## src/rtl/core/yuyv2rgb_pkg.sv

```systemverilog
// Shared types, coefficients and pipeline control for the YUYV to RGBA converter.
package yuyv2rgb_pkg;

    localparam int FRAC_BITS = 16;
    localparam int TERM_W    = 25;   // holds any coefficient times centred chroma
    localparam int SUM_W     = TERM_W + 1;

    // unsigned Q1.16 coefficients, held as signed so products stay signed
    localparam logic signed [17:0] COEF_R_CR = 18'sd92176;
    localparam logic signed [17:0] COEF_G_CB = 18'sd22643;
    localparam logic signed [17:0] COEF_G_CR = 18'sd46983;
    localparam logic signed [17:0] COEF_B_CB = 18'sd116589;

    localparam logic [7:0] CHAN_MAX = 8'd255;

    typedef logic signed [7:0]        t_chroma;
    typedef logic signed [TERM_W-1:0] t_term;

    typedef struct packed {
        logic [7:0] first_luma;
        logic [7:0] blue_chroma;
        logic [7:0] second_luma;
        logic [7:0] red_chroma;
        logic       frame_end_in;
    } t_yuyv_item;

    typedef struct packed {
        logic [7:0] first_red;
        logic [7:0] first_green;
        logic [7:0] first_blue;
        logic [7:0] second_red;
        logic [7:0] second_green;
        logic [7:0] second_blue;
        logic       alpha_level;
        logic       frame_end_out;
    } t_rgba_item;

    // per-stage load enables
    typedef struct packed {
        logic en1;
        logic en2;
        logic en3;
        logic en4;
    } t_pipe_ctl;

    typedef struct packed {
        t_term red;
        t_term green;   // amount to subtract from luma
        t_term blue;
    } t_chroma_terms;

endpackage

```

## src/rtl/core/yuyv2rgb_pixel.sv

```systemverilog
// Stage 4, one pixel: luma plus red/blue, minus green, floor and clamp to 0..255.
module yuyv2rgb_pixel
    import yuyv2rgb_pkg::*;
(
    input  logic          i_clk,
    input  t_pipe_ctl     i_ctl,
    input  logic [7:0]    i_luma,
    input  t_chroma_terms i_terms,
    output logic [7:0]    o_red,
    output logic [7:0]    o_green,
    output logic [7:0]    o_blue
);

    logic signed [SUM_W-1:0] n_base, n_sum_r, n_sum_g, n_sum_b;
    logic [7:0]              r_red, r_green, r_blue;

    function automatic logic [7:0] clamp_chan(input logic signed [SUM_W-1:0] sum);
        logic [7:0] res;
        if (sum[SUM_W-1]) begin
            res = 8'd0;
        end else if (|sum[SUM_W-2:FRAC_BITS+8]) begin
            res = CHAN_MAX;
        end else begin
            res = sum[FRAC_BITS+7:FRAC_BITS];
        end
        return res;
    endfunction

    assign n_base  = {2'b00, i_luma, {FRAC_BITS{1'b0}}};
    assign n_sum_r = n_base + {i_terms.red[TERM_W-1], i_terms.red};
    assign n_sum_g = n_base - {i_terms.green[TERM_W-1], i_terms.green};
    assign n_sum_b = n_base + {i_terms.blue[TERM_W-1], i_terms.blue};

    always_ff @(posedge i_clk) begin
        if (i_ctl.en4) begin
            r_red   <= clamp_chan(n_sum_r);
            r_green <= clamp_chan(n_sum_g);
            r_blue  <= clamp_chan(n_sum_b);
        end
    end

    assign o_red   = r_red;
    assign o_green = r_green;
    assign o_blue  = r_blue;

endmodule

```

## config.mk

```make
export PLATFORM = sky130hd
export DESIGN_NAME = yuyv2rgb_pixel
export DESIGN_NICKNAME = d
export VERILOG_FILES = /design/src/rtl/core/yuyv2rgb_pkg.sv /design/src/rtl/core/yuyv2rgb_pixel.sv
export SDC_FILE = /design/constraint.sdc
export NUM_CORES = 1
export LEC_CHECK = 0
export BUFFER_PORTS_ARGS = -buffer_cell sky130_fd_sc_hd__buf_2
export CORE_MARGIN = 1
export CORE_UTILIZATION = 48
export CTS_CLUSTER_DIAMETER = 120
export DETAILED_ROUTE_END_ITERATION = 7
export PLACE_DENSITY = 0.95
export SLEW_MARGIN = 20
export SYNTH_ARGS = -nofsm -noshare
export SYNTH_HDL_FRONTEND = slang
export SYNTH_SLANG_ARGS = --single-unit
```

## constraint.sdc

```tcl
create_clock -name i_clk -period 7.19 [get_ports i_clk]
set_input_delay 2.157 -clock i_clk [delete_from_list [all_inputs] [get_ports i_clk]]
set_output_delay 2.157 -clock i_clk [all_outputs]
set_load 0.02 [all_outputs]
```

; Word level (Yosys, flattened, before mapping)
; Index checks and enable logic that the tools add are counted.
[word_totals]
reg_bits = 24
input_bits = 88
word_cells = 9
[classes]
add_sub_neg = 3
mux = 3
[ops]
columns = operator, n
row1 = $add A25 B25 Y26, 2
row2 = $sub A25 B25 Y26, 1
row3 = $mux W8, 3

; Depth between registers and ports, before layout
; Gate-level depths: netlist (run 1).
[depth]
ltp_word = 2
depth_mapped = 10
mapped_depth_nobuf = 10

; Worst setup path after synthesis (run 1)
; No wires, ideal clock.
[synth_path]
kind = input -> register
start = input i_luma[0]
end = register r_blue[7] (netlist: o_blue[7]) (data pin)
cell_stages = 10
t_required_ps = 6929
path_slack_ps = 3185
arrival_ps = 3745
path_buffers = 0
cell_sequence = ha_1 inv_1 fa_1 nor2b_1 o21ai_1 a21oi_1 o41ai_2 nand2b_1 o22ai_1 a221o_1
[synth_between]
elab_chain_len = 2
[synth_rtl]
columns = item, line
row1 = from (decl), yuyv2rgb_pixel.sv:7  ; input logic [7:0] i_luma,
row2 = $add A25 B25 Y26 (*), yuyv2rgb_pixel.sv:32  ; assign n_sum_b = n_base + {i_terms.blue[TERM_W-1], i_terms.blue};
row3 = $mux W8, yuyv2rgb_pixel.sv:21  ; end else if (|sum[SUM_W-2:FRAC_BITS+8]) begin
row4 = to (signal assigned), yuyv2rgb_pixel.sv:38  ; r_blue <= clamp_chan(n_sum_b);
row5 = to (decl), yuyv2rgb_pixel.sv:15  ; logic [7:0] r_red, r_green, r_blue;
; Every way passes the cells marked *; elsewhere a longest branch is shown, timed or not.
; A chain may end at the register's enable or synchronous reset.

; Worst setup path after layout (run 1)
[layout_path]
start = input i_luma[0]
end = register r_blue[0] (netlist: o_blue[0]) (data pin)
; The elaborated chain is that of the path after synthesis.

==> flow_metrics.tcl, run 1 <==
set metrics [dict create \
    crit_arrival_ns 4.20 \
    setup.worst_path.start_class "input pin" \
    met3_wirelength_um 253 \
    required_ns 7.18 \
    gp_congestion 0.8536 \
    ys_ff_latch 24 \
    slowest_stage "o41ai_2" \
    initial_core_util_pct 50.14 \
    cp_top_family "compound AO/OA/AOI/OAI gates" \
    dr.first_iter.drc_count 94 \
    via_count 1800 \
    synth_area_leaders "edfxtp_1 36%, ha_1 15%, a21oi_1 7.2%" \
    crit_fanout 5 \
    drive_gt1_share_pct 30.71 \
    post_drt_wl_per_cell_um 13.59 \
    post_cts_buffers 0 \
    syn_area_per_cell_sq_um 9.832 \
    powerDensity_nw_per_um2 180.8 \
    crit_chain "buf_2 -> ha_1 -> inv_1 -> fa_1 -> nor2b_1 -> o21ai_1 -> a21oi_1 -> o41ai_2 -> o21bai_1 -> xnor2_1 -> a21oi_1" \
    seq_area_frac_synth_pct 35.93 \
    timing.final.crit_share_pct 58.46 \
    ant_nets 0 \
    grt_setup_unrepaired "false" \
    synth_flop_cell "edfxtp_1" \
    die_h_um 66.64 \
    dr.pass1.iters 4 \
    cp-end-kind "flop" \
    ios 112 \
    cts_buffer_depth 2 \
    top_layer "met4" \
    dpl.hpwl_um 3777 \
    worst_slack_ns 2.987 \
    path_clk_slew_ns 0.08 \
    cts_tree "yes" \
    wl_met2_um 2328 \
    netlist_instances 204 \
    grt_pass1_vias 1754 \
    diodes 0 \
    area_growth_pct 23.52 \
    setup_viol 0 \
    dieArea_sq_um 4441 \
    max_freq_mhz 237.9 \
    postSynth.asyncResetShare_pct 0 \
    numCtsBuffers 3 \
    yosys-top-cells-count "29 x a21oi_1, 24 x edfxtp_1, 24 x ha_1" \
    synth_enable_flop_cells 24 \
    clock-sinks 24 \
    cts_hold_buf 0 \
    critPathMostFrequentCell "a21oi_1" \
    synthesis.area_sq_um 2006 \
    cap_violations 0 \
    grt_antenna_before_repair 0 \
    cts-resized-gates 0 \
    grt_pass1_wl_um 7286 \
    post-place-ws_ns 2.739 \
    finalHoldViolations 0 \
    portBuffers 76 \
    root_buffer "clkbuf_8" \
    routed_wl_um 4486 \
    core_sq_um 4000 \
    synth_top_area_share_pct 35.93 \
    grt_overflow 0 \
    status "completed" \
    tightest_slew_ns 0.5912 \
    yosysWarnings 0 \
    synth_fp_nets 318 \
    fill_cells 342 \
    path_class "in -> reg" \
    timing.slew.headroom_pct 60.52 \
    worstHoldPathType "in -> reg" \
    drt-met1-wl_um 1877 \
    synth_top_cell_by_area "edfxtp_1" \
    drc 0 \
    cts_htree_levels 1 \
    synth.most_common_cell "a21oi_1" \
    p_leak_nw 1.174 \
    critPathBufInv 2 \
    die_w_um 66.64 \
    min_period_ns 4.203 \
    rows 23 \
    nets 396 \
    max-vdd-ir-drop_v 0.00007972 \
    grt_max_degree 25 \
    grtUsageTotal_pct 21.35 \
    drv_slew 0 \
    crit_path_max_incr_delay_ns 0.42 \
    tns_ns 0 \
    avgViaCountPerCell 5.455 \
    ys_types 40 \
]
## per-stage QoR
step,utilization [%],hold WS (ns),area [sq um],cells,power (mW)
global placement,60.90,2.556,2436,327,0.3631
finish,61.93,2.302,2477,330,0.4479
detailed placement,60.90,2.572,2436,327,0.3723
CTS,61.93,2.302,2477,330,0.4490
global route,61.93,2.310,2477,330,0.4741
floorplan,-,2.270,2006,204,0.3154
## final timing paths
path | startpoint | end | depth (start not counted) | slack, ns
setup / recovery | i_luma[0] | o_blue[0]$_SDFFCE_PP0P_ | 11 | 2.99
hold / removal | i_terms[66] | o_red[0]$_SDFFCE_PP0P_ | 3 | 2.30
## state kept, by name (all words and copies together), names as in the netlist
register / cells
o_blue: 8
o_green: 8
o_red: 8
## per-layer routing
| layer | global-route usage, % | vias up |
|---|---|---|
| met2 | 38.76 | 56 |
| met1 | 25.88 | 831 |
| met4 | 6.383 | 0 |
| li1 | - | 909 |
| met3 | 2.740 | 4 |
| met5 | 0 | - |
## cells by family (layout without fill, tap and decap cells)
family          count (synthesis)  count (layout)  synth area share (%)
simple gates                   41              41                 10.17
xor+xnor                       17              17                 7.798
flops                          24              24                 35.93
fa+ha+maj                      26              26                 16.97
buf+inv                        24             100                 4.554
compound gates                 72              72                 24.58
## report_power, final
part	leakage [nW]	internal [mW]	total, mW	switching [mW]
sequential	0.235	0.182	0.186	0.00439
combinational	0.918	0.0761	0.183	0.107
clock	0.0216	0.0374	0.0785	0.0411
total	1.17	0.295	0.448	0.153
## cell type report
type	count	area [sq um]	share of cell area, %
well taps	50	62.56	2.525
repair buffers	76	380.4	15.35
flip-flops and latches	24	720.7	29.09
multi-input cells	156	1194	48.18
inverters	21	78.83	3.182
clock buffers	3	41.29	1.667
## cell usage in the layout (no fill, tap or decap)
cell type  instances
o311ai_1           1
or3_1              1
fa_1               2
a221o_1            1
o21ai_1            4
nand2_1           10
ha_1              24
nand4_1            1
nor4_1             4
buf_2             76
o21ai_0            2
and4_1             1
xor2_1             7
nand3_1            3
o41ai_2            1
a21o_1             8
a211o_1            2
clkbuf_8           3
o21ai_2            1
o221ai_1           1
inv_1             21
nor3_1             1
o21a_1            10
o41ai_1            1
edfxtp_1          24
xor2_2             1
nand2b_1           4
a211oi_2           2
a211oi_1           2
o21bai_1           2
o221ai_2           1
a21oi_1           29
a21boi_1           1
nor2b_1            5
nor2_1            10
o22ai_1            1
or2_2              1
xnor2_1            9
o41a_1             1
o22a_1             1
## worst min-delay path, stage by stage
cell and delay (ns):
buf_2 0.08, ha_1 0.10, o21a_1 0.12
No activity file was read; power rests on OpenSTA's default activity.
==> run 2, diff against run 1 <==
--- a/config.mk
+++ b/config.mk
@@ -7,10 +7,10 @@
 export LEC_CHECK = 0
 export BUFFER_PORTS_ARGS = -buffer_cell sky130_fd_sc_hd__buf_2
 export CORE_MARGIN = 1
-export CORE_UTILIZATION = 48
+export CORE_UTILIZATION = 41
 export CTS_CLUSTER_DIAMETER = 120
 export DETAILED_ROUTE_END_ITERATION = 7
-export PLACE_DENSITY = 0.95
+export PLACE_DENSITY = 0.88
 export SLEW_MARGIN = 20
 export SYNTH_ARGS = -nofsm -noshare
 export SYNTH_HDL_FRONTEND = slang
==> constraint.sdc (replaced) <==
create_clock -name i_clk -period 3.45 [get_ports i_clk]
set_input_delay 1.035 -clock i_clk [delete_from_list [all_inputs] [get_ports i_clk]]
set_output_delay 1.035 -clock i_clk [all_outputs]
set_load 0.02 [all_outputs]
==> flow_metrics.tcl, run 2 (synthesis results as in run 1) <==
set metrics [dict create \
    ant_nets 0 \
    drv_slew 0 \
    hold_path_depth 3 \
    cts-resized-gates 0 \
    via_count 1739 \
    crit_fanout 8 \
    routed_wl_um 4344 \
    path_clk_slew_ns 0.10 \
    timing.final.crit_share_pct 86.65 \
    initial_core_util_pct 42.46 \
    gp_congestion 0.8669 \
    dieArea_sq_um 5175 \
    setup.worst_path.start_class "input pin" \
    cp-end-kind "flop" \
    cts_hold_buf 0 \
    layout_common_cells "76 x buf_2, 29 x a21oi_1, 24 x ha_1, 24 x edfxtp_1, 21 x inv_1" \
    drc 0 \
    grt_pass1_wl_um 7065 \
    clock-sinks 24 \
    diodes 0 \
    dpl.hpwl_um 3570 \
    nets 396 \
    cts_tree "yes" \
    status "completed" \
    final_common_cell "buf_2" \
    dr.first_iter.drc_count 39 \
    grt_max_degree 25 \
    ios 112 \
    area_growth_pct 26.08 \
    max_freq_mhz 334.5 \
    grt_overflow 0 \
    max-vdd-ir-drop_v 0.0002541 \
    rows 25 \
    grt_pass1_vias 1618 \
    finalHoldViolations 0 \
    die_w_um 71.94 \
    post_drt_wl_per_cell_um 12.48 \
    finalPower_mw 1.017 \
    setup_viol 0 \
    numCtsBuffers 3 \
    drive_gt1_share_pct 30.96 \
    cap_violations 0 \
    powerDensity_nw_per_um2 402.1 \
    hold_slack_ns 1.163 \
    required_ns 3.59 \
    crit_arrival_ns 3.13 \
    portBuffers 76 \
    p_leak_nw 1.188 \
    worstHoldPathType "in -> reg" \
    die_h_um 71.94 \
    grtUsageTotal_pct 17.16 \
    cts_buffer_depth 2 \
    avgViaCountPerCell 4.997 \
    tightest_slew_ns 0.5990 \
    tns_ns 0 \
    post_cts_buffers 0 \
    grt_antenna_before_repair 0 \
    grt_setup_unrepaired "false" \
    min_period_ns 2.989 \
    timing.slew.headroom_pct 59.80 \
    core_sq_um 4723 \
    hp-start "i_terms[49]" \
    cts_htree_levels 1 \
    hold_end "o_green[7]$_SDFFCE_PP0P_" \
    root_buffer "clkbuf_8" \
    path_class "in -> reg" \
    dr.pass1.iters 4 \
]
-- run 2: worst max-delay path: stages --
cell	delay, ns
buf_2	0.12
ha_1	0.18
inv_1	0.07
fa_1	0.40
nor2b_1	0.16
o21ai_2	0.07
a21boi_1	0.20
o21a_1	0.17
o41a_1	0.17
xor2_2	0.37
o21a_1	0.19
-- run 2: routing by layer --
layer  vias up  wire length [um]  global-route usage, %
li1        908                 -                      -
met1       781              2091                  23.63
met2        46              2058                  29.04
met3         4               151                  1.806
met4         0                43                  4.357
met5         -                 0                      0
-- run 2: worst max-delay path by stage --
stage                    from                       to  slack [ns]  depth (start not counted)
floorplan           i_luma[0]  o_blue[7]$_SDFFCE_PP0P_        0.57                         10
global placement    i_luma[0]   o_red[3]$_SDFFCE_PP0P_        0.25                         11
detailed placement  i_luma[0]   o_red[7]$_SDFFCE_PP0P_        0.18                         11
CTS                 i_luma[0]   o_red[3]$_SDFFCE_PP0P_        0.45                         11
global route        i_luma[0]   o_red[7]$_SDFFCE_PP0P_        0.30                         11
finish              i_luma[0]   o_red[7]$_SDFFCE_PP0P_        0.46                         11
-- run 2: area by class of cell --
| class | instances | area, sq um |
|---|---|---|
| Clock buffer | 3 | 41.29 |
| Clock inverter | 1 | 30.03 |
| Fill cell | 440 | 2195 |
| Inverter | 21 | 78.83 |
| Multi-Input combinational cell | 156 | 1194 |
| Sequential cell | 24 | 720.7 |
| Tap cell | 67 | 83.83 |
| Timing Repair Buffer | 76 | 380.4 |
-- run 2: power by group --
part	total [mW]	leakage [nW]	internal (mW)	switching, mW
clock network	0.252	0.0357	0.155	0.0968
registers	0.388	0.235	0.378	0.00915
logic	0.377	0.918	0.159	0.218
total	1.02	1.19	0.692	0.324
-- run 2: per-stage QoR --
stage	setup slack (ns)	area, sq um	cells	util [%]
after CTS	0.4481	2529	348	53.54
after floorplan	0.5666	2006	204	-
final	0.4605	2529	348	53.54
after global routing	0.2983	2529	348	53.54
after detailed placement	0.1799	2457	344	52.03
after global placement	0.2465	2457	344	52.03
