File: config.mk
export PLATFORM = sky130hd
export DESIGN_NAME = yuyv2rgb_chroma
export DESIGN_NICKNAME = d
export VERILOG_FILES = /design/src/rtl/core/yuyv2rgb_pkg.sv /design/src/rtl/core/yuyv2rgb_chroma.sv
export SDC_FILE = /design/constraint.sdc
export NUM_CORES = 1
export LEC_CHECK = 0
export ABC_AREA = 1
export BUFFER_PORTS_ARGS = -buffer_cell sky130_fd_sc_hd__buf_4
export CELL_PAD_IN_SITES_DETAIL_PLACEMENT = 2
export CELL_PAD_IN_SITES_GLOBAL_PLACEMENT = 2
export CORE_MARGIN = 2
export CORE_UTILIZATION = 35
export DETAILED_ROUTE_END_ITERATION = 12
export PLACE_DENSITY = 0.87
export SETUP_SLACK_MARGIN = 0.2
export SLEW_MARGIN = 40
export SYNTH_ARGS = -nofsm -noshare
export SYNTH_HDL_FRONTEND = slang
export SYNTH_SLANG_ARGS = --single-unit
export TNS_END_PERCENT = 10
File: constraint.sdc
create_clock -name i_clk -period 4.48 [get_ports i_clk]
set_input_delay 0 -clock i_clk [delete_from_list [all_inputs] [get_ports i_clk]]
set_output_delay 0 -clock i_clk [all_outputs]
set_load 0.005 [all_outputs]
File: src/rtl/core/yuyv2rgb_pkg.sv
// Shared types, coefficients and pipeline control for the YUYV to RGBA converter.
package yuyv2rgb_pkg;

    localparam int FRAC_BITS = 16;
    localparam int TERM_W    = 25;   // holds any coefficient times centred chroma
    localparam int SUM_W     = TERM_W + 1;

    // unsigned Q1.16 coefficients, held as signed so products stay signed
    localparam logic signed [17:0] COEF_R_CR = 18'sd92176;
    localparam logic signed [17:0] COEF_G_CB = 18'sd22643;
    localparam logic signed [17:0] COEF_G_CR = 18'sd46983;
    localparam logic signed [17:0] COEF_B_CB = 18'sd116589;

    localparam logic [7:0] CHAN_MAX = 8'd255;

    typedef logic signed [7:0]        t_chroma;
    typedef logic signed [TERM_W-1:0] t_term;

    typedef struct packed {
        logic [7:0] first_luma;
        logic [7:0] blue_chroma;
        logic [7:0] second_luma;
        logic [7:0] red_chroma;
        logic       frame_end_in;
    } t_yuyv_item;

    typedef struct packed {
        logic [7:0] first_red;
        logic [7:0] first_green;
        logic [7:0] first_blue;
        logic [7:0] second_red;
        logic [7:0] second_green;
        logic [7:0] second_blue;
        logic       alpha_level;
        logic       frame_end_out;
    } t_rgba_item;

    // per-stage load enables
    typedef struct packed {
        logic en1;
        logic en2;
        logic en3;
        logic en4;
    } t_pipe_ctl;

    typedef struct packed {
        t_term red;
        t_term green;   // amount to subtract from luma
        t_term blue;
    } t_chroma_terms;

endpackage

File: src/rtl/core/yuyv2rgb_chroma.sv
// Stages 1-3: centre chroma, multiply by the coefficients, combine green terms.
module yuyv2rgb_chroma
    import yuyv2rgb_pkg::*;
(
    input  logic          i_clk,
    input  t_pipe_ctl     i_ctl,
    input  t_yuyv_item    i_item,
    output t_chroma_terms o_terms,
    output logic [7:0]    o_first_luma,
    output logic [7:0]    o_second_luma,
    output logic          o_frame_end
);

    // stage 1
    t_chroma    r_cb_c, r_cr_c;
    logic [7:0] r_y0_s1, r_y1_s1;
    logic       r_fe_s1;

    // stage 2
    t_term      r_p_rcr, r_p_gcb, r_p_gcr, r_p_bcb;
    logic [7:0] r_y0_s2, r_y1_s2;
    logic       r_fe_s2;

    // stage 3
    t_chroma_terms r_terms;
    logic [7:0]    r_y0_s3, r_y1_s3;
    logic          r_fe_s3;

    logic signed [25:0]     n_p_rcr, n_p_gcb, n_p_gcr, n_p_bcb;
    logic signed [TERM_W:0] n_g_sum;

    // products fit in TERM_W bits: |coef * 128| < 2^24
    assign n_p_rcr = r_cr_c * COEF_R_CR;
    assign n_p_gcb = r_cb_c * COEF_G_CB;
    assign n_p_gcr = r_cr_c * COEF_G_CR;
    assign n_p_bcb = r_cb_c * COEF_B_CB;
    assign n_g_sum = {r_p_gcb[TERM_W-1], r_p_gcb} + {r_p_gcr[TERM_W-1], r_p_gcr};

    always_ff @(posedge i_clk) begin
        if (i_ctl.en1) begin
            // offset binary minus 128 is the MSB flipped
            r_cb_c  <= t_chroma'({~i_item.blue_chroma[7], i_item.blue_chroma[6:0]});
            r_cr_c  <= t_chroma'({~i_item.red_chroma[7], i_item.red_chroma[6:0]});
            r_y0_s1 <= i_item.first_luma;
            r_y1_s1 <= i_item.second_luma;
            r_fe_s1 <= i_item.frame_end_in;
        end
        if (i_ctl.en2) begin
            r_p_rcr <= n_p_rcr[TERM_W-1:0];
            r_p_gcb <= n_p_gcb[TERM_W-1:0];
            r_p_gcr <= n_p_gcr[TERM_W-1:0];
            r_p_bcb <= n_p_bcb[TERM_W-1:0];
            r_y0_s2 <= r_y0_s1;
            r_y1_s2 <= r_y1_s1;
            r_fe_s2 <= r_fe_s1;
        end
        if (i_ctl.en3) begin
            r_terms.red   <= r_p_rcr;
            r_terms.green <= n_g_sum[TERM_W-1:0];
            r_terms.blue  <= r_p_bcb;
            r_y0_s3       <= r_y0_s2;
            r_y1_s3       <= r_y1_s2;
            r_fe_s3       <= r_fe_s2;
        end
    end

    assign o_terms       = r_terms;
    assign o_first_luma  = r_y0_s3;
    assign o_second_luma = r_y1_s3;
    assign o_frame_end   = r_fe_s3;

endmodule

=== Word level (Yosys, flattened, before mapping) ===
Index checks and enable logic that the tools add are counted.

* Register bits after elaboration: 233
* Output and inout port bits: 92
* Logic and storage cells: 25

* Add/sub/neg operators: 1
* Multipliers: 4
* Bitwise logic cells: 2

{| class="wikitable"
|+ Operators with widths
! cell !! number
|-
| 24-bit by 25-bit adder with 25-bit output || 1
|-
| 8-bit by 17-bit multiplier with 25-bit output (second input constant) || 1
|-
| 8-bit by 18-bit multiplier with 25-bit output (second input constant) || 1
|-
| 8-bit by 16-bit multiplier with 24-bit output (second input constant) || 1
|-
| 8-bit by 14-bit multiplier with 21-bit output (second input constant) || 1
|-
| 1-bit inverter || 2
|}

=== Longest topological paths before layout ===
Gate-level depths: netlist of the first run.

* Word-level depth: 1
* Gate-level depth with buffers: 19
* Gate-level depth less buffers: 19

=== Least setup slack after synthesis of the first run ===
OpenSTA, ideal clock, no wires.

* Path type: register to register
* From: reg r_cr_c[7]
* To: reg r_p_gcr[22] (data pin)
* Setup time: 253 ps
* Arrival time: 3,946 ps
* Slack: 281 ps
* Stages on the path, launching flop included: 18
* Path buffers: 0
* Clock period less this slack: 4,199 ps
* Cells stage by stage: edfxtp_1 fa_1 inv_1 fa_1 inv_1 fa_1 inv_1 fa_1 inv_1 ha_1 nand2_1 inv_1 a21oi_1 nand3_1 nand2_1 nand2_1 nand2_1 nand2_1

* Cells in the longest elaborated chain, start to end: 1

{| class="wikitable"
|+ RTL lines
! what !! RTL line !! text
|-
| from (decl) || yuyv2rgb_chroma.sv:15 || <nowiki>t_chroma r_cb_c, r_cr_c;</nowiki>
|-
| from (signal assigned) || yuyv2rgb_chroma.sv:43 || <nowiki>r_cr_c <= t_chroma'({~i_item.red_chroma[7], i_item.red_chroma[6:0]});</nowiki>
|-
| 8-bit by 17-bit multiplier with 25-bit output || yuyv2rgb_chroma.sv:35 || <nowiki>assign n_p_gcr = r_cr_c * COEF_G_CR;</nowiki>
|-
| via n_p_gcr[22] || yuyv2rgb_chroma.sv:29 || <nowiki>logic signed [25:0] n_p_rcr, n_p_gcb, n_p_gcr, n_p_bcb;</nowiki>
|-
| to (signal assigned) || yuyv2rgb_chroma.sv:51 || <nowiki>r_p_gcr <= n_p_gcr[TERM_W-1:0];</nowiki>
|-
| to (decl) || yuyv2rgb_chroma.sv:20 || <nowiki>t_term r_p_rcr, r_p_gcb, r_p_gcr, r_p_bcb;</nowiki>
|}

The timed path passes the listed nets, and every way through them passes these cells.
A chain may end at the register's enable or synchronous reset.

=== Worst setup path in the final report of the first run ===
* From: reg r_cb_c[3]
* To: reg r_p_gcb[22] (data pin)

* Cells in the longest elaborated chain, start to end: 1

{| class="wikitable"
|+ RTL lines
! what !! RTL line !! text
|-
| from (decl) || yuyv2rgb_chroma.sv:15 ||
|-
| from (signal assigned) || yuyv2rgb_chroma.sv:42 || <nowiki>r_cb_c <= t_chroma'({~i_item.blue_chroma[7], i_item.blue_chroma[6:0]});</nowiki>
|-
| 8-bit by 16-bit multiplier with 24-bit output || yuyv2rgb_chroma.sv:34 || <nowiki>assign n_p_gcb = r_cb_c * COEF_G_CB;</nowiki>
|-
| via n_p_gcb[22] || yuyv2rgb_chroma.sv:29 ||
|-
| to (signal assigned) || yuyv2rgb_chroma.sv:50 || <nowiki>r_p_gcb <= n_p_gcb[TERM_W-1:0];</nowiki>
|-
| to (decl) || yuyv2rgb_chroma.sv:20 ||
|}

The timed path passes the listed nets, and every way through them passes these cells.

==> run_results.csv, run 1 <==
group,metric,value,unit
drt,drt_wl_total,68500,um
drt,num_vias,14153,
placed_design,place.port_buffers,124,
critical_path,critical_path_required,4.81,ns
global_route,grt_use_total,24.1,%
floorplan,fp.dieH,226,um
sta,rsz0062_at_grt,"true",
critical_path,cp_max_fo,5,
synth,synth_top_area_share,40.3,%
clocking,numCtsBuffers,29,
global_route,grt_max_degree,73,
sta,setup_ws,-0.0374,ns
global_route,grt_pass1_vias,16000,
global_route,overflow,0,
sta,final-setup-viol-count,4,
sta,slew_headroom,49.5,%
floorplan,core_area,48700,um2
power_and_ir_drop,seq_power_share,21.8,%
synth,yosysUniqueCellTypes,29,
sta,finalCritPeriodShare,101,%
clocking,cts_max_level,1,
critical_path,slowest_delay,0.55,ns
outcome,status,"complete, but fails checks",
layout,fillers,5213,
sta,worst_pin_slew,0.757,ns
floorplan,fp-row-count,81,
floorplan,io_pins,130,
sta,fin_skew,0.0258,ns
power_and_ir_drop,power_frac_comb,63.4,%
critical_path,timing.rr.end,"r_p_gcb[22]",
job,maxCapViolations,0,
min_path,hp-start,"i_item[2]",
synth,synth-edff-count,231,
critical_path,end_kind,"flop",
placed_design,dp_hpwl,48100,um
placed_design,place_congestion,0.906,
floorplan,die-area,51000,um2
critical_path,crit_arrival,4.85,ns
power_and_ir_drop,power_frac_clock,14.8,%
synth,avgSynthCellArea,9.33,um2
critical_path,cpMaxStageDelayCell,"fa_1",
floorplan,dieWidth,226,um
critical_path,cp_cell_sequence,"buf_4 -> ha_1 -> ha_1 -> or2_2 -> fa_1 -> inv_1 -> fa_1 -> inv_1 -> ha_1 -> nand2_1 -> inv_1 -> nand2_1 -> nand2_1 -> nand2_1 -> nand3_2 -> nand2_1 -> nand2_1 -> nand2_1 -> nand2_1",
power_and_ir_drop,p_per_area,818,nW/um2
global_route,grt_use_met2,44.5,%
synth,yosys-top-cells-area,"edfxtp_1, ha_1, fa_1",
clocking,cts.clk_slew.worst_paths,0.07,ns
synth,ys_warn_count,0,
outcome,violations,"setup timing",
clocking,cts_tree,"yes",
critical_path,rrSetupSlack,-0.04,ns
power_and_ir_drop,cellInternalPower,8.41,mW
critical_path,rr_startpoint,"r_cb_c[3]",
sta,hold_viol,0,
drt,drt_iter0_markers,828,
clocking,clock-root-buffer,"clkbuf_16",
drt,drc,0,
power_and_ir_drop,p_total,17.1,mW
drt,vias_per_cell,5.13,
synth,syn-cell-area,17200,um2
synth,synth_fa_ha_area_share,27.3,%
layout,fin_area,20900,um2
synth,yosys-mux-area-fraction,0,%
power_and_ir_drop,swShare,50.8,%
drt,ant_nets,0,
layout,nNetsFinal,2427,
min_path,hp-class,"input port to flop",
sta,fmax,221,MHz
drt,post_drt_wl_per_cell,24.8,um
global_route,grtUsageMet3,2.86,%
layout,drive_gt1_share,14.1,%
global_route,antenna_found_initial,0,
critical_path,crit_top_cell,"nand2_1",
synth,netlist_instances,1846,
sta,final_max_slew_viol_count,0,
layout,post-route-util,42.9,%
drt,drt_pass1_iterations,5,
synth,synth_area_leader_cell,"edfxtp_1",
min_path,min_to,"r_cr_c[1]",
critical_path,startpoint_type,"flop",
power_and_ir_drop,p_sw,8.69,mW
sta,period_minus_slack,4.52,ns
min_path,hold_depth,2,
global_route,grt.busiest_layer,"met2",
synth,synth_compound_area_share,2.83,%
synth,synthTopCellsByCount,"nand2_1, inv_1, edfxtp_1",
placed_design,dpl-instance-area,19100,um2
synth,synth_xor_area_share,2.64,%
power_and_ir_drop,p_leak,10.4,nW
layout,area.growth.synth_to_final,21.3,%
clocking,clk_latency,0.61,ns
power_and_ir_drop,vdd_ir_drop_max,0.361,mV
synth,synthArstFlopShare,0,%
global_route,grt_pass1_wl,93400,um
synth,synth_top_family_by_area,"adder cells",
clocking,cts_buffer_depth,3,
layout,num_antenna_cells,0,
synth,yosys.area_share.simple,17.4,%
critical_path,critPathKind,"flop to flop",
synth,yosysSeqAreaShare,40.3,%
synth,synth_ff_type,"edfxtp_1",
global_route,grt_util_met1,29.1,%
critical_path,r2r_cells,19,
floorplan,start_util,35.3,%
synth,synth-seq-cells,231,
synth,yosysMostFrequentCell,"nand2_1",
clocking,clkSinkCount,231,
==> cell usage in the layout (no fill, tap or decap), drive strengths merged <==
| master | netlist | routed |
|---|---|---|
| xor2 | 44 | 44 |
| nand2 | 490 | 490 |
| nand4 | 13 | 13 |
| nand3b | 4 | 4 |
| xnor2 | 8 | 8 |
| dlygate4sd3 | 0 | 36 |
| clkbuf | 1 | 35 |
| a21o | 1 | 1 |
| clkinv | 0 | 8 |
| o21ai | 13 | 13 |
| nor3 | 10 | 10 |
| nand3 | 89 | 89 |
| inv | 429 | 431 |
| bufinv | 0 | 5 |
| a21boi | 1 | 1 |
| nor2 | 103 | 103 |
| buf | 4 | 163 |
| a31o | 1 | 1 |
| edfxtp | 231 | 231 |
| and2 | 9 | 9 |
| conb | 1 | 4 |
| fa | 101 | 101 |
| clkinvlp | 0 | 3 |
| o21bai | 10 | 10 |
| or2 | 5 | 5 |
| ha | 214 | 214 |
| a21oi | 64 | 64 |
==> flip-flops by register name (all words and copies together) (netlist names), 20 cells and up <==
signal,flops
r_p_gcr,25
r_p_bcb,24
r_p_rcr,20
o_terms,71
r_p_gcb,24
==> cell families after synthesis <==
kind of cell,Yosys count
simple gates,723
buf+inv,434
fa+ha+maj,315
flops,231
compound gates,90
xor+xnor,52
other cells,1
==> how the worst max path moves through the flow <==
stage / to / cells past startpoint / slack [ns] / from
2_1_floorplan: r_p_gcr[22] / 17 / 0.28 / r_cr_c[7]
3_3_place_gp: r_p_bcb[22] / 17 / 0.16 / r_cb_c[4]
3_5_place_dp: r_p_bcb[24] / 16 / -0.24 / r_cb_c[4]
4_1_cts: r_p_bcb[19] / 17 / 0.12 / r_cb_c[0]
5_1_grt: r_p_gcr[21] / 15 / -0.13 / r_cr_c[2]
6_report: r_p_gcb[22] / 19 / -0.04 / r_cb_c[3]
==> worst max-delay path: cells and delay by family (launching register included) <==
family | cells | cell delay, ns
buffers and inverters | 4 | 0.43
adder cells (fa/ha/maj) | 5 | 2.03
flip-flops | 1 | 0.48
AND/OR/NAND/NOR | 10 | 1.30
==> repair_timing <==
| action | CTS | global route |
|---|---|---|
| hold buffers | 36 | 0 |
| endpoints found under the setup margin | 27 | 40 |
| gates resized for setup | 25 | 53 |
| buffers inserted | 6 | 11 |
| endpoints found under the hold margin | 181 | 0 |
| pin swaps | 1 | 8 |
==> power groups by stage <==
| stage | Combinational (mW) | Clock (mW) | Sequential (mW) |
|---|---|---|---|
| after floorplan | 5.98 | 0 | 3.66 |
| after global placement | 8.47 | 0 | 3.70 |
| after detailed placement | 9.47 | 0 | 3.77 |
| after CTS | 9.85 | 2.55 | 3.73 |
| after global routing | 11.7 | 2.64 | 3.77 |
| final | 10.8 | 2.53 | 3.73 |
==> through the flow <==
stage	setup TNS (ns)	worst slack [ns]	hold slack, ns	cells
6_report	-0.0997	-0.0374	0.114	2760
5_1_grt	-1.01	-0.129	0.108	2760
4_1_cts	0	0.115	0.0918	2749
3_5_place_dp	-1.15	-0.240	0.180	2654
3_3_place_gp	0	0.161	0.179	2654
2_1_floorplan	0	0.281	0.0989	1849
==> area by class of cell <==
class / count / area, um2 / area share (%)
clock buffers: 35 / 748 / 3.58
well taps: 664 / 831 / 3.97
repair buffers: 199 / 1600 / 7.67
flip-flops and latches: 231 / 6940 / 33.2
clock inverters: 18 / 250 / 1.20
inverters: 429 / 1610 / 7.72
multi-input cells: 1184 / 8920 / 42.7
==> routing by layer <==
metal | part of all wire, % | vias to the layer above | routed length (um)
li1 | - | 6267 | -
met1 | 39 | 7219 | 26900
met3 | 4.8 | 185 | 3310
met4 | 4.0 | 0 | 2740
met2 | 52 | 482 | 35600
met5 | 0 | - | 0
No activity file was read; power rests on OpenSTA's default activity.
==> run 2, diff against run 1 <==
ABC_AREA = not set   (was 1)
PLACE_DENSITY = 0.82   (was 0.87)
==> run_results.csv, run 2 <==
group,metric,value,unit
global_route,overflow,0,
synth,synth_fa_ha_area_share,29.9,%
sta,fmax,197,MHz
synth,avgSynthCellArea,12.3,um2
clocking,cts_tree,"yes",
floorplan,core_area,44200,um2
critical_path,end_kind,"flop",
job,maxCapViolations,0,
sta,rsz0062_at_grt,"true",
clocking,cts_buffer_depth,3,
layout,layout_commonest_cell,"buf_4",
clocking,cts.clk_slew.worst_paths,0.07,ns
floorplan,dieWidth,216,um
clocking,clock-root-buffer,"clkbuf_16",
min_path,hp-class,"input port to flop",
sta,final_max_slew_viol_count,0,
layout,post-route-util,46.9,%
floorplan,start_util,35.5,%
power_and_ir_drop,p_sw,8.72,mW
sta,final-setup-viol-count,27,
synth,yosys-mux-area-fraction,0.199,%
synth,synthTopCellsByCount,"inv_1, edfxtp_1, ha_1",
outcome,status,"complete, but fails checks",
synth,synth_top_family_by_area,"adder cells",
synth,synth_area_leader_cell,"edfxtp_1",
synth,synth_xor_area_share,4.41,%
critical_path,startpoint_type,"flop",
placed_design,dp_hpwl,38000,um
critical_path,critPathKind,"flop to flop",
drt,post_drt_wl_per_cell,32.5,um
drt,drt_iter0_markers,1013,
power_and_ir_drop,cellInternalPower,9.92,mW
power_and_ir_drop,vdd_ir_drop_max,0.382,mV
critical_path,crit_arrival,5.47,ns
clocking,clk_latency,0.60,ns
power_and_ir_drop,p_per_area,898,nW/um2
layout,nNetsFinal,1941,
synth,ys_warn_count,0,
synth,syn-cell-area,15700,um2
drt,drt_pass1_iterations,5,
layout,layout_common_cells,"buf_4, edfxtp_1, inv_1",
global_route,grt_pass1_vias,13811,
placed_design,place.port_buffers,124,
drt,vias_per_cell,5.69,
synth,synth-edff-count,231,
sta,tns,-4.79,ns
power_and_ir_drop,seq_power_share,20.5,%
drt,ant_nets,0,
clocking,numCtsBuffers,28,
floorplan,fp.dieH,216,um
sta,setup_ws,-0.586,ns
placed_design,place_congestion,0.845,
sta,period_minus_slack,5.07,ns
sta,worst_pin_slew,0.931,ns
floorplan,fp-row-count,77,
power_and_ir_drop,swShare,46.8,%
synth,yosys.area_share.simple,5.51,%
synth,netlist_instances,1274,
outcome,violations,"setup timing",
layout,largest_reg_flops,71,
synth,yosysSeqAreaShare,44.2,%
clocking,cts_max_level,1,
power_and_ir_drop,p_leak,9.14,nW
synth,synth_ff_type,"edfxtp_1",
clocking,clkSinkCount,231,
drt,drt_wl_total,71600,um
layout,area.growth.synth_to_final,32.1,%
synth,yosysUniqueCellTypes,63,
layout,drive_gt1_share,30.4,%
synth,yosysMostFrequentCell,"inv_1",
drt,drc,0,
sta,finalCritPeriodShare,113,%
critical_path,critical_path_required,4.89,ns
sta,fin_skew,0.0205,ns
power_and_ir_drop,p_total,18.6,mW
synth,yosys-top-cells-area,"edfxtp_1, ha_1, fa_1",
power_and_ir_drop,power_frac_comb,66.7,%
drt,num_vias,12539,
floorplan,die-area,46600,um2
synth,synth-seq-cells,231,
global_route,grt_pass1_wl,93500,um
critical_path,cp_max_fo,5,
sta,hold_viol,0,
synth,synthArstFlopShare,0,%
floorplan,io_pins,130,
global_route,antenna_found_initial,1,
global_route,grt_use_total,26.9,%
synth,synth_compound_area_share,9.56,%
synth,synth_top_area_share,44.2,%
global_route,grt_max_degree,58,
sta,slew_headroom,37.4,%
power_and_ir_drop,power_frac_clock,12.9,%
[run 2: worst paths after layout]
check | from | to | slack [ns] | cells past startpoint
worst max-delay path | r_cr_c[4] | r_p_gcr[21] | -0.59 | 17
worst min-delay path | i_item[27] | r_y0_s1[2] | 0.13 | 2
worst max register to register | r_cr_c[4] | r_p_gcr[21] | -0.59 | 17
worst min register to register | r_y0_s1[2] | r_y0_s2[2] | 0.42 | 0
[run 2: metal layers]
| metal | vias up | global-route usage [%] | wire (um) |
|---|---|---|---|
| met2 | 742 | 48.5 | 35600 |
| li1 | 5068 | - | - |
| met5 | - | 0 | 0 |
| met1 | 6381 | 31.4 | 26300 |
| met4 | 0 | 12.6 | 5400 |
| met3 | 348 | 4.19 | 4350 |
[run 2: power groups by stage]
stage | logic, mW | registers [mW] | clock network [mW]
detailed placement | 8.70 | 3.79 | 0
global route | 12.9 | 3.84 | 2.50
CTS | 10.1 | 3.77 | 2.39
finish | 12.4 | 3.82 | 2.40
global placement | 7.88 | 3.74 | 0
floorplan | 5.37 | 3.69 | 0
[run 2: critical path, stage by stage (launching register included)]
cell       delay (ns)
edfxtp_1         0.58
fa_2             0.80
ha_4             0.27
inv_2            0.05
fa_1             0.44
fa_1             0.57
inv_2            0.07
ha_4             0.28
buf_4            0.14
nand3_1          0.15
a2bb2oi_2        0.22
buf_4            0.16
a31o_1           0.22
o21ai_2          0.21
buf_4            0.16
nand2_1          0.08
and3_1           0.23
nor3_1           0.23
[run 2: cells by family (layout without fill, tap and decap cells)]
logic type               count (synthesis)  after routing
multiplexers                             3              3
XOR/XNOR                                79             79
adder cells (fa/ha/maj)                315            315
buffers and inverters                  254            587
AO/OA/AOI/OAI                          226            226
flip-flops                             231            231
other                                    1              5
AND/OR/NAND/NOR                        165            165
[run 2: repair_timing]
item,in CTS,in global routing
pin swaps,53,55
endpoints found under the hold margin,86,56
setup endpoints to repair,41,45
buffers inserted,31,16
gates resized for setup,121,110
hold buffers,35,1
[run 2: area by class of cell]
class                   count  area (um2)
multi-input cells         792        8850
clock buffers              32         716
repair buffers            295        2380
fillers                  4293       23500
well taps                 592         741
clock inverters            20         216
diodes                      1        2.50
inverters                 240         907
flip-flops and latches    231        6940
[run 2: per-stage QoR]
step                hold slack (ns)  area, um2  std cells  worst slack [ns]
finish                        0.132      20700       2203            -0.586
global route                  0.127      20700       2202            -0.599
CTS                          0.0419      20100       2185            -0.151
detailed placement            0.180      18000       2067            -0.285
global placement              0.179      18000       2067            0.0670
floorplan                    0.0989      15700       1277           -0.0347
